## src/design/sdq_pkg.sv

```systemverilog
`timescale 1ns / 1ps
`default_nettype none

package sdq_pkg;

    localparam logic [1:0] FUNC_PUSH  = 2'd0;
    localparam logic [1:0] FUNC_READ  = 2'd1;
    localparam logic [1:0] FUNC_CLEAR = 2'd2;

    localparam logic [1:0] STAT_OK    = 2'd0;
    localparam logic [1:0] STAT_FULL  = 2'd1;
    localparam logic [1:0] STAT_RANGE = 2'd2;

    typedef struct packed {
        logic signed [31:0] key;
        logic        [15:0] tag;
    } t_entry;

    typedef enum logic [1:0] {
        S_IDLE,
        S_SCAN,
        S_TAIL,
        S_RDOUT
    } t_state;

    typedef struct packed {
        logic rd_en;
        logic wr_en;
    } t_mem_ctl;

endpackage

`default_nettype wire

```

## src/design/sorted_insert_depth_queue_unit.sv

```systemverilog
`timescale 1ns / 1ps
`default_nettype none

// sorted list of (tag, depth key) entries, kept in one entry memory
// a request is taken when start is high and busy is low; func selects
// push, read at rank or clear; i_cfg_we writes the sort order bit (0
// ascending, 1 descending), which the user must do only while no request
// is in flight, as the block does not enforce it; each request gives one
// result on the o_ ports, marked by o_strobe for a single cycle; the
// receiver cannot stall, so the result is never held; push: the memory
// is swept from the front, one position per cycle, reading ahead of a
// ripple of writes that moves every entry behind the insertion point back
// by one; busy stays high through the sweep and the tail write, and the
// result follows in the next cycle; read at a valid rank: one memory
// read, busy in the read-out state, result after it; clear, full push,
// bad rank and the unused code: busy stays low, result in the cycle after
// the request; reset empties the list and sets ascending order; entry
// contents are not cleared, an entry is only read below the held count
module sorted_insert_depth_queue_unit #(
    parameter int QUEUE_DEPTH = 64
) (
    input  wire logic               i_clk,
    input  wire logic               i_rst_n,
    input  wire logic               start,
    output logic                    busy,
    input  wire logic               i_cfg_we,
    input  wire logic               i_cfg_wdata,
    input  wire logic [1:0]         i_func,
    input  wire logic [15:0]        i_entry_tag,
    input  wire logic signed [31:0] i_depth_key,
    input  wire logic [5:0]         i_read_rank,
    output logic                    o_strobe,
    output logic [1:0]              o_status,
    output logic [15:0]             o_out_tag,
    output logic signed [31:0]      o_out_depth,
    output logic [6:0]              o_entry_count
);
    import sdq_pkg::*;

    localparam int AW = $clog2(QUEUE_DEPTH);

    t_mem_ctl      mem_ctl;
    logic [AW-1:0] raddr;
    logic [AW-1:0] waddr;
    t_entry        wdata;
    t_entry        r_rdata;
    t_entry        r_mem [QUEUE_DEPTH];

    always_ff @(posedge i_clk) begin
        if (mem_ctl.wr_en) begin
            r_mem[waddr] <= wdata;
        end
    end

    always_ff @(posedge i_clk) begin
        if (mem_ctl.rd_en) begin
            r_rdata <= r_mem[raddr];
        end
    end

    sdq_ctrl #(
        .QUEUE_DEPTH(QUEUE_DEPTH)
    ) u_ctrl (
        .i_clk         (i_clk),
        .i_rst_n       (i_rst_n),
        .start         (start),
        .busy          (busy),
        .i_cfg_we      (i_cfg_we),
        .i_cfg_wdata   (i_cfg_wdata),
        .i_func        (i_func),
        .i_entry_tag   (i_entry_tag),
        .i_depth_key   (i_depth_key),
        .i_read_rank   (i_read_rank),
        .o_mem_ctl     (mem_ctl),
        .o_raddr       (raddr),
        .o_waddr       (waddr),
        .o_wdata       (wdata),
        .i_rdata       (r_rdata),
        .o_strobe      (o_strobe),
        .o_status      (o_status),
        .o_out_tag     (o_out_tag),
        .o_out_depth   (o_out_depth),
        .o_entry_count (o_entry_count)
    );

endmodule

`default_nettype wire

```

## src/design/sdq_ctrl.sv

```systemverilog
`timescale 1ns / 1ps
`default_nettype none

module sdq_ctrl #(
    parameter int QUEUE_DEPTH = 64
) (
    input  wire logic                           i_clk,
    input  wire logic                           i_rst_n,
    input  wire logic                           start,
    output logic                                busy,
    input  wire logic                           i_cfg_we,
    input  wire logic                           i_cfg_wdata,
    input  wire logic [1:0]                     i_func,
    input  wire logic [15:0]                    i_entry_tag,
    input  wire logic signed [31:0]             i_depth_key,
    input  wire logic [5:0]                     i_read_rank,
    output sdq_pkg::t_mem_ctl                   o_mem_ctl,
    output logic [$clog2(QUEUE_DEPTH)-1:0]      o_raddr,
    output logic [$clog2(QUEUE_DEPTH)-1:0]      o_waddr,
    output sdq_pkg::t_entry                     o_wdata,
    input  wire sdq_pkg::t_entry                i_rdata,
    output logic                                o_strobe,
    output logic [1:0]                          o_status,
    output logic [15:0]                         o_out_tag,
    output logic signed [31:0]                  o_out_depth,
    output logic [6:0]                          o_entry_count
);
    import sdq_pkg::*;

    localparam int AW = $clog2(QUEUE_DEPTH);
    localparam int CW = $clog2(QUEUE_DEPTH + 1);
    localparam int RW = CW + 6;

    t_state             r_state, n_state;
    logic [CW-1:0]      r_count, n_count;
    logic               r_order, n_order;
    logic [CW-1:0]      r_ptr, n_ptr;
    logic               r_vld, n_vld;
    logic [AW-1:0]      r_pos, n_pos;
    t_entry             r_carry, n_carry;
    logic               r_carrying, n_carrying;
    t_entry             r_new, n_new;
    logic               r_strobe, n_strobe;
    logic [1:0]         r_status, n_status;
    logic [15:0]        r_tag, n_tag;
    logic signed [31:0] r_depth, n_depth;
    logic [6:0]         r_cnt_out, n_cnt_out;

    logic               accept;
    logic               issue;
    logic               passes;
    logic               full;
    logic               rank_ok;
    logic [RW-1:0]      rank_wide;

    assign accept    = start && (r_state == S_IDLE);
    assign issue     = (r_ptr != r_count);
    assign full      = (r_count >= CW'(QUEUE_DEPTH));
    assign rank_wide = RW'(i_read_rank);
    assign rank_ok   = (rank_wide < RW'(r_count));
    // first stored entry that the new key passes under the current order
    assign passes    = r_order ? (i_rdata.key < r_new.key) : (r_new.key < i_rdata.key);

    always_comb begin
        n_state = r_state;
        unique case (r_state)
            S_IDLE: begin
                if (accept) begin
                    if (i_func == FUNC_PUSH && !full) begin
                        n_state = S_SCAN;
                    end else if (i_func == FUNC_READ && rank_ok) begin
                        n_state = S_RDOUT;
                    end
                end
            end
            S_SCAN: begin
                // the last read entry is handled in this same cycle
                if (!issue) begin
                    n_state = S_TAIL;
                end
            end
            S_TAIL:  n_state = S_IDLE;
            S_RDOUT: n_state = S_IDLE;
            default: n_state = S_IDLE;
        endcase
    end

    always_comb begin
        o_mem_ctl  = '0;
        o_raddr    = '0;
        o_waddr    = r_pos;
        o_wdata    = r_carry;
        n_count    = r_count;
        n_order    = i_cfg_we ? i_cfg_wdata : r_order;
        n_ptr      = r_ptr;
        n_vld      = 1'b0;
        n_pos      = r_pos;
        n_carry    = r_carry;
        n_carrying = r_carrying;
        n_new      = r_new;
        n_strobe   = 1'b0;
        n_status   = r_status;
        n_tag      = r_tag;
        n_depth    = r_depth;
        n_cnt_out  = r_cnt_out;
        unique case (r_state)
            S_IDLE: begin
                if (accept) begin
                    n_tag     = '0;
                    n_depth   = '0;
                    n_status  = STAT_OK;
                    n_cnt_out = 7'(r_count);
                    priority if (i_func == FUNC_PUSH) begin
                        if (full) begin
                            n_strobe = 1'b1;
                            n_status = STAT_FULL;
                        end else begin
                            n_new      = '{key: i_depth_key, tag: i_entry_tag};
                            n_ptr      = '0;
                            n_carrying = 1'b0;
                        end
                    end else if (i_func == FUNC_READ) begin
                        if (rank_ok) begin
                            o_mem_ctl.rd_en = 1'b1;
                            o_raddr         = AW'(rank_wide);
                        end else begin
                            n_strobe = 1'b1;
                            n_status = STAT_RANGE;
                        end
                    end else if (i_func == FUNC_CLEAR) begin
                        n_count   = '0;
                        n_cnt_out = '0;
                        n_strobe  = 1'b1;
                    end else begin
                        n_strobe = 1'b1;
                    end
                end
            end
            S_SCAN: begin
                // reads run one position ahead of the ripple writes
                if (issue) begin
                    o_mem_ctl.rd_en = 1'b1;
                    o_raddr         = AW'(r_ptr);
                    n_ptr           = r_ptr + 1'b1;
                    n_vld           = 1'b1;
                    n_pos           = AW'(r_ptr);
                end
                if (r_vld) begin
                    if (r_carrying) begin
                        o_mem_ctl.wr_en = 1'b1;
                        o_wdata         = r_carry;
                        n_carry         = i_rdata;
                    end else if (passes) begin
                        o_mem_ctl.wr_en = 1'b1;
                        o_wdata         = r_new;
                        n_carry         = i_rdata;
                        n_carrying      = 1'b1;
                    end
                end
            end
            S_TAIL: begin
                // last displaced entry, or the new one, lands at the end
                o_mem_ctl.wr_en = 1'b1;
                o_waddr         = AW'(r_count);
                o_wdata         = r_carrying ? r_carry : r_new;
                n_count         = r_count + 1'b1;
                n_cnt_out       = 7'(r_count + 1'b1);
                n_strobe        = 1'b1;
            end
            S_RDOUT: begin
                n_strobe = 1'b1;
                n_tag    = i_rdata.tag;
                n_depth  = i_rdata.key;
            end
            default: ;
        endcase
    end

    always_ff @(posedge i_clk) begin
        if (!i_rst_n) begin
            r_state    <= S_IDLE;
            r_count    <= '0;
            r_order    <= 1'b0;
            r_vld      <= 1'b0;
            r_carrying <= 1'b0;
            r_strobe   <= 1'b0;
            r_ptr      <= '0;
        end else begin
            r_state    <= n_state;
            r_count    <= n_count;
            r_order    <= n_order;
            r_vld      <= n_vld;
            r_carrying <= n_carrying;
            r_strobe   <= n_strobe;
            r_ptr      <= n_ptr;
        end
    end

    always_ff @(posedge i_clk) begin
        r_pos     <= n_pos;
        r_carry   <= n_carry;
        r_new     <= n_new;
        r_status  <= n_status;
        r_tag     <= n_tag;
        r_depth   <= n_depth;
        r_cnt_out <= n_cnt_out;
    end

    assign busy          = (r_state != S_IDLE);
    assign o_strobe      = r_strobe;
    assign o_status      = r_status;
    assign o_out_tag     = r_tag;
    assign o_out_depth   = r_depth;
    assign o_entry_count = r_cnt_out;

endmodule

`default_nettype wire

```

## config.mk

```make
export PLATFORM = sky130hd
export DESIGN_NAME = sorted_insert_depth_queue_unit
export DESIGN_NICKNAME = d
export VERILOG_FILES = /design/src/design/sdq_pkg.sv /design/src/design/sorted_insert_depth_queue_unit.sv /design/src/design/sdq_ctrl.sv
export SDC_FILE = /design/constraint.sdc
export NUM_CORES = 2
export LEC_CHECK = 0
export BUFFER_PORTS_ARGS = -buffer_cell sky130_fd_sc_hd__buf_2
export CORE_ASPECT_RATIO = 0.8
export CORE_UTILIZATION = 30
export CTS_BUF_LIST = sky130_fd_sc_hd__clkbuf_16
export DETAILED_ROUTE_END_ITERATION = 10
export HOLD_SLACK_MARGIN = 0.12
export SETUP_SLACK_MARGIN = 0.1
export SLEW_MARGIN = 20
export SYNTH_ARGS = -nofsm -noshare
export SYNTH_HDL_FRONTEND = slang
export SYNTH_HIERARCHICAL = 1
export SYNTH_SLANG_ARGS = --single-unit
```

## constraint.sdc

```tcl
create_clock -name i_clk -period 9.8 [get_ports i_clk]
set_input_delay 0.49 -clock i_clk [delete_from_list [all_inputs] [get_ports i_clk]]
set_output_delay 0.49 -clock i_clk [all_outputs]
set_load 0.02 [all_outputs]
```

==> report_table.html <==
<table>
<tr><th>Metric</th><th>Value</th></tr>
<tr><th colspan="2">Route</th></tr>
<tr><td>Pre-Repair DR Iteration Count</td><td>8</td></tr>
<tr><td>Number of routed nets with antenna violations</td><td>0</td></tr>
<tr><td>Total wirelength of the detailed-routed design</td><td>362000 um</td></tr>
<tr><td>Post-detailed-route via-to-cell ratio</td><td>5.36</td></tr>
<tr><td>DR WL/cell</td><td>30.7 um</td></tr>
<tr><td>Remaining design rule violation count</td><td>0</td></tr>
<tr><td>Count of vias placed by the detailed router</td><td>63.1k</td></tr>
<tr><td>Drt first-iter violations</td><td>9491</td></tr>
<tr><th colspan="2">Power and ir drop</th></tr>
<tr><td>Clock Power Share</td><td>40.8%</td></tr>
<tr><td>Net switching power of the design</td><td>6.38 mW</td></tr>
<tr><td>PwrDens</td><td>202 nW/um2</td></tr>
<tr><td>Gate power share</td><td>4.5%</td></tr>
<tr><td>Int Pwr</td><td>22.9 mW</td></tr>
<tr><td>Largest vdd supply drop</td><td>0.127 mV</td></tr>
<tr><td>Switching share of total power</td><td>21.8%</td></tr>
<tr><td>Sequential fraction of design power</td><td>54.7%</td></tr>
<tr><td>Leakage</td><td>43.7 nW</td></tr>
<tr><th colspan="2">STA</th></tr>
<tr><td>Setup slack after layout</td><td>2760 ps</td></tr>
<tr><td>Unrepaired setup endpoints after global routing</td><td>no</td></tr>
<tr><td>Share of the clock period used by the worst path after layout</td><td>71.8%</td></tr>
<tr><td>Post-layout minimum cycle time</td><td>7040 ps</td></tr>
<tr><td>Actual transition at the worst max-transition pin</td><td>1280 ps</td></tr>
<tr><td>Final slew viol count</td><td>0</td></tr>
<tr><td>Final total negative setup slack</td><td>0 ps</td></tr>
<tr><td>Setup skew after layout</td><td>44.0 ps</td></tr>
<tr><td>Final hold vios</td><td>0</td></tr>
<tr><td>Remaining max-slew budget at the tightest pin</td><td>14.2%</td></tr>
<tr><td>Tightest hold margin</td><td>318 ps</td></tr>
<tr><td>Maximum operating frequency</td><td>142 MHz</td></tr>
<tr><td>Count of endpoints failing setup in the final report</td><td>0</td></tr>
<tr><th colspan="2">Finish</th></tr>
<tr><td>Total number of nets in the final design</td><td>6026</td></tr>
<tr><td>Fraction of final layout cells with drive strength greater than 1</td><td>26.9%</td></tr>
<tr><td>Number of cells in the finished layout apart from fillers</td><td>11.8k</td></tr>
<tr><td>Area Growth Syn to Fin</td><td>15.4%</td></tr>
<tr><td>End-of-flow core utilization</td><td>34.8%</td></tr>
<tr><th colspan="2">Setup path</th></tr>
<tr><td>Worst Path Class, Setup</td><td>flop to flop</td></tr>
<tr><td>Req. time, crit path</td><td>10300 ps</td></tr>
<tr><td>Worst Path Arrival</td><td>7540 ps</td></tr>
<tr><td>Launch point of the worst reg-to-reg path</td><td>r_rdata[47]$_DFFE_PP_</td></tr>
<tr><td>Worst flop-to-flop path endpoint</td><td>r_mem[54][43]$_DFFE_PP_</td></tr>
<tr><td>Worst setup EP type</td><td>flop</td></tr>
<tr><td>Crit path max fanout</td><td>34</td></tr>
<tr><td>Reg2reg setup slack</td><td>2760 ps</td></tr>
<tr><td>Cell count of the worst reg-to-reg path</td><td>13</td></tr>
<tr><td>Setup crit start kind</td><td>flop</td></tr>
<tr><th colspan="2">Clock tree</th></tr>
<tr><td>Clk root buf</td><td>clkbuf_16</td></tr>
<tr><td>CTS clock-pin slew for the worst setup and hold paths</td><td>70 ps</td></tr>
<tr><td>Clock sinks</td><td>3299</td></tr>
<tr><td>Gates resized, CTS repair</td><td>0</td></tr>
<tr><td>Maximum count of clock buffers along a single path</td><td>4</td></tr>
<tr><td>Clk_lat worst skew</td><td>900 ps</td></tr>
<tr><td>Deepest level of the CTS H-tree</td><td>5</td></tr>
<tr><td>Number of buffers added for setup after CTS</td><td>0</td></tr>
<tr><td>CTS tree</td><td>yes</td></tr>
<tr><td>CTS Hold Bufs</td><td>57</td></tr>
<tr><td>Num CTS Buffers</td><td>313</td></tr>
<tr><th colspan="2">Yosys</th></tr>
<tr><td>Syn_nets</td><td>5655</td></tr>
<tr><td>Sequential fraction of the synthesis area</td><td>78.8%</td></tr>
<tr><td>Post-synth EDFFs</td><td>3279</td></tr>
<tr><td>Count of different cell masters after synthesis</td><td>60</td></tr>
<tr><td>Mean area per synthesized cell</td><td>22.6 um2</td></tr>
<tr><td>Fraction of registers with async set/reset</td><td>0%</td></tr>
<tr><td>Cell count after synthesis</td><td>5550</td></tr>
<tr><td>Post-synth top flop</td><td>edfxtp_1</td></tr>
<tr><td>Cell area after synthesis</td><td>126000 um2</td></tr>
<tr><td>YS warnings</td><td>6</td></tr>
<tr><td>Number of synthesized register bits</td><td>3299</td></tr>
<tr><th colspan="2">Global routing</th></tr>
<tr><td>Pin count of the biggest net entering global routing</td><td>117</td></tr>
<tr><td>Global-route wire length before repair</td><td>499000 um</td></tr>
<tr><td>Number of global-route vias before repair</td><td>61.8k</td></tr>
<tr><td>GRT Residual Overflow</td><td>0</td></tr>
<tr><td>GRT Overall Usage</td><td>16.7%</td></tr>
<tr><td>Met2 Usage GRT</td><td>25.9%</td></tr>
<tr><td>Met3 Usage GRT</td><td>3.34%</td></tr>
<tr><td>Most Crowded Layer GR</td><td>met2</td></tr>
<tr><td>Antenna violations before repair</td><td>29</td></tr>
<tr><td>GR met1 Demand/Resource</td><td>23.6%</td></tr>
<tr><th colspan="2">Floorplan</th></tr>
<tr><td>Horizontal extent of the die</td><td>725 um</td></tr>
<tr><td>Vert. Die Dim</td><td>581 um</td></tr>
<tr><td>Cell Rows</td><td>212</td></tr>
<tr><td>Initial core utilization</td><td>30.1%</td></tr>
<tr><td>Number of top-level design ports</td><td>120</td></tr>
<tr><td>Floorplan die area</td><td>421000 um2</td></tr>
<tr><td>Placeable core region</td><td>417000 um2</td></tr>
<tr><th colspan="2">Place</th></tr>
<tr><td>Worst Setup Slack post-DPL</td><td>2890 ps</td></tr>
<tr><td>RD Place Congestion</td><td>0.831</td></tr>
<tr><td>Placed instance count</td><td>11.1k</td></tr>
<tr><td>IO Port Bufs</td><td>119</td></tr>
<tr><td>Estimated wirelength of the detail-placed design</td><td>210000 um</td></tr>
<tr><th colspan="2">Hold path</th></tr>
<tr><td>Hold/Removal Path Class</td><td>input port to flop</td></tr>
<tr><td>Hold worst-path end</td><td>u_ctrl/r_new[27]$_DFFE_PP_</td></tr>
<tr><td>Worst Hold Path Cells</td><td>2</td></tr>
<tr><td>Start point of the worst hold path</td><td>i_depth_key[11]</td></tr>
<tr><th colspan="2">Run status</th></tr>
<tr><td>Result of the run</td><td>finished, final reports clean</td></tr>
<tr><th colspan="2">Run</th></tr>
<tr><td>Max Cap Violations</td><td>0</td></tr>
</table>
logic make-up after synthesis:
group           Yosys count  synth area share (%)
flops                  3299                  78.8
fa+ha+maj                44                 0.439
simple gates            392                  1.44
compound gates          606                  3.60
xor+xnor                 12                0.0837
mux                     839                  14.2
buf+inv                 358                  1.45
registers in the layout, summed over array words and instances, names as in the netlist:
register              flops
r_mem                  3072
r_rdata                  48
u_ctrl/o_entry_count      7
u_ctrl/o_out_depth       32
u_ctrl/o_out_tag         16
u_ctrl/o_status           2
u_ctrl/o_strobe           1
u_ctrl/r_carry           48
u_ctrl/r_carrying         1
u_ctrl/r_count            7
u_ctrl/r_new             48
u_ctrl/r_order            1
u_ctrl/r_pos              6
u_ctrl/r_ptr              7
u_ctrl/r_state            2
u_ctrl/r_vld              1
stage by stage:
| stage | power (mW) | cell area, um2 |
|---|---|---|
| 2_1_floorplan | 17.0 | 126000 |
| 6_report | 29.3 | 145000 |
| 4_1_cts | 29.5 | 145000 |
| 5_1_grt | 30.0 | 145000 |
| 3_3_place_gp | 17.6 | 134000 |
| 3_5_place_dp | 17.6 | 134000 |
cell usage after synthesis (all sizes together), types with 34 or more instances:
library cell	instances	area, um2
edfxtp	3279	98500
mux4	754	17000
buf	197	1210
nor2	183	687
o22ai	123	769
clkbuf	112	422
a21oi	100	504
a221oi	84	736
nand2	74	278
a22oi	72	541
mux2i	67	674
a22o	63	552
inv	49	184
a32o	48	480
ha	44	551
a211oi	34	255
nor2b	34	213
layout make-up:
type | count | area, um2
Tap cell | 5564 | 6960
Clock inverter | 232 | 1910
Fill cell | 38100 | 272000
Antenna cell | 52 | 130
Inverter | 49 | 184
Multi-Input combinational cell | 1893 | 25800
Sequential cell | 3299 | 98900
Timing Repair Buffer | 365 | 2980
Clock buffer | 320 | 8010
worst max-delay path by stage:
| stage | startpoint | end | slack [ps] | depth (start not counted) |
|---|---|---|---|---|
| global placement | i_read_rank[1] | r_rdata[25]$_DFFE_PP_ | 2810 | 15 |
| floorplan | r_rdata[30]$_DFFE_PP_ | r_mem[32][0]$_DFFE_PP_ | 2620 | 12 |
| global route | r_rdata[47]$_DFFE_PP_ | r_mem[62][8]$_DFFE_PP_ | 2610 | 13 |
| CTS | u_ctrl/r_count[1]$_SDFFE_PN0P_ | r_rdata[25]$_DFFE_PP_ | 2900 | 15 |
| finish | r_rdata[47]$_DFFE_PP_ | r_mem[54][43]$_DFFE_PP_ | 2760 | 13 |
| detailed placement | i_read_rank[1] | r_rdata[25]$_DFFE_PP_ | 2890 | 15 |
routing by layer:
| metal | up-vias | part of all wire [%] |
|---|---|---|
| li1 | 24600 | - |
| met1 | 34500 | 41 |
| met2 | 3517 | 46 |
| met3 | 523 | 9.8 |
| met4 | 8 | 3.1 |
| met5 | - | 0.015 |
power groups by stage:
stage / Combinational [mW] / Sequential (mW) / Clock [mW]
global placement: 1.24 / 16.3 / 0
finish: 1.32 / 16.0 / 12.0
global route: 1.38 / 16.0 / 12.6
detailed placement: 1.30 / 16.3 / 0
CTS: 1.32 / 16.0 / 12.1
floorplan: 0.601 / 16.3 / 0
cell usage in the layout (no fill, tap or decap), drive strengths merged, types with 72 or more instances in the layout:
cell | Yosys | routed
edfxtp | 3279 | 3279
mux4 | 754 | 754
clkbuf | 112 | 320
buf | 197 | 308
nor2 | 183 | 183
clkinv | 0 | 128
o22ai | 123 | 123
inv | 49 | 114
a21oi | 100 | 100
a221oi | 84 | 84
nand2 | 74 | 74
a22oi | 72 | 72
critical path, cell delays in order, from the launching register on:
cell and delay, ps:
edfxtp_1 720, inv_1 190, ha_1 400, nand4_1 200, nor4_1 590, o41ai_1 210, a21oi_2 260, mux2i_2 420
o211a_4 520, o21a_1 400, nor2b_1 330, nand3_1 590, nor2_4 870, buf_4 760
No activity file was read; power rests on OpenSTA's default activity.
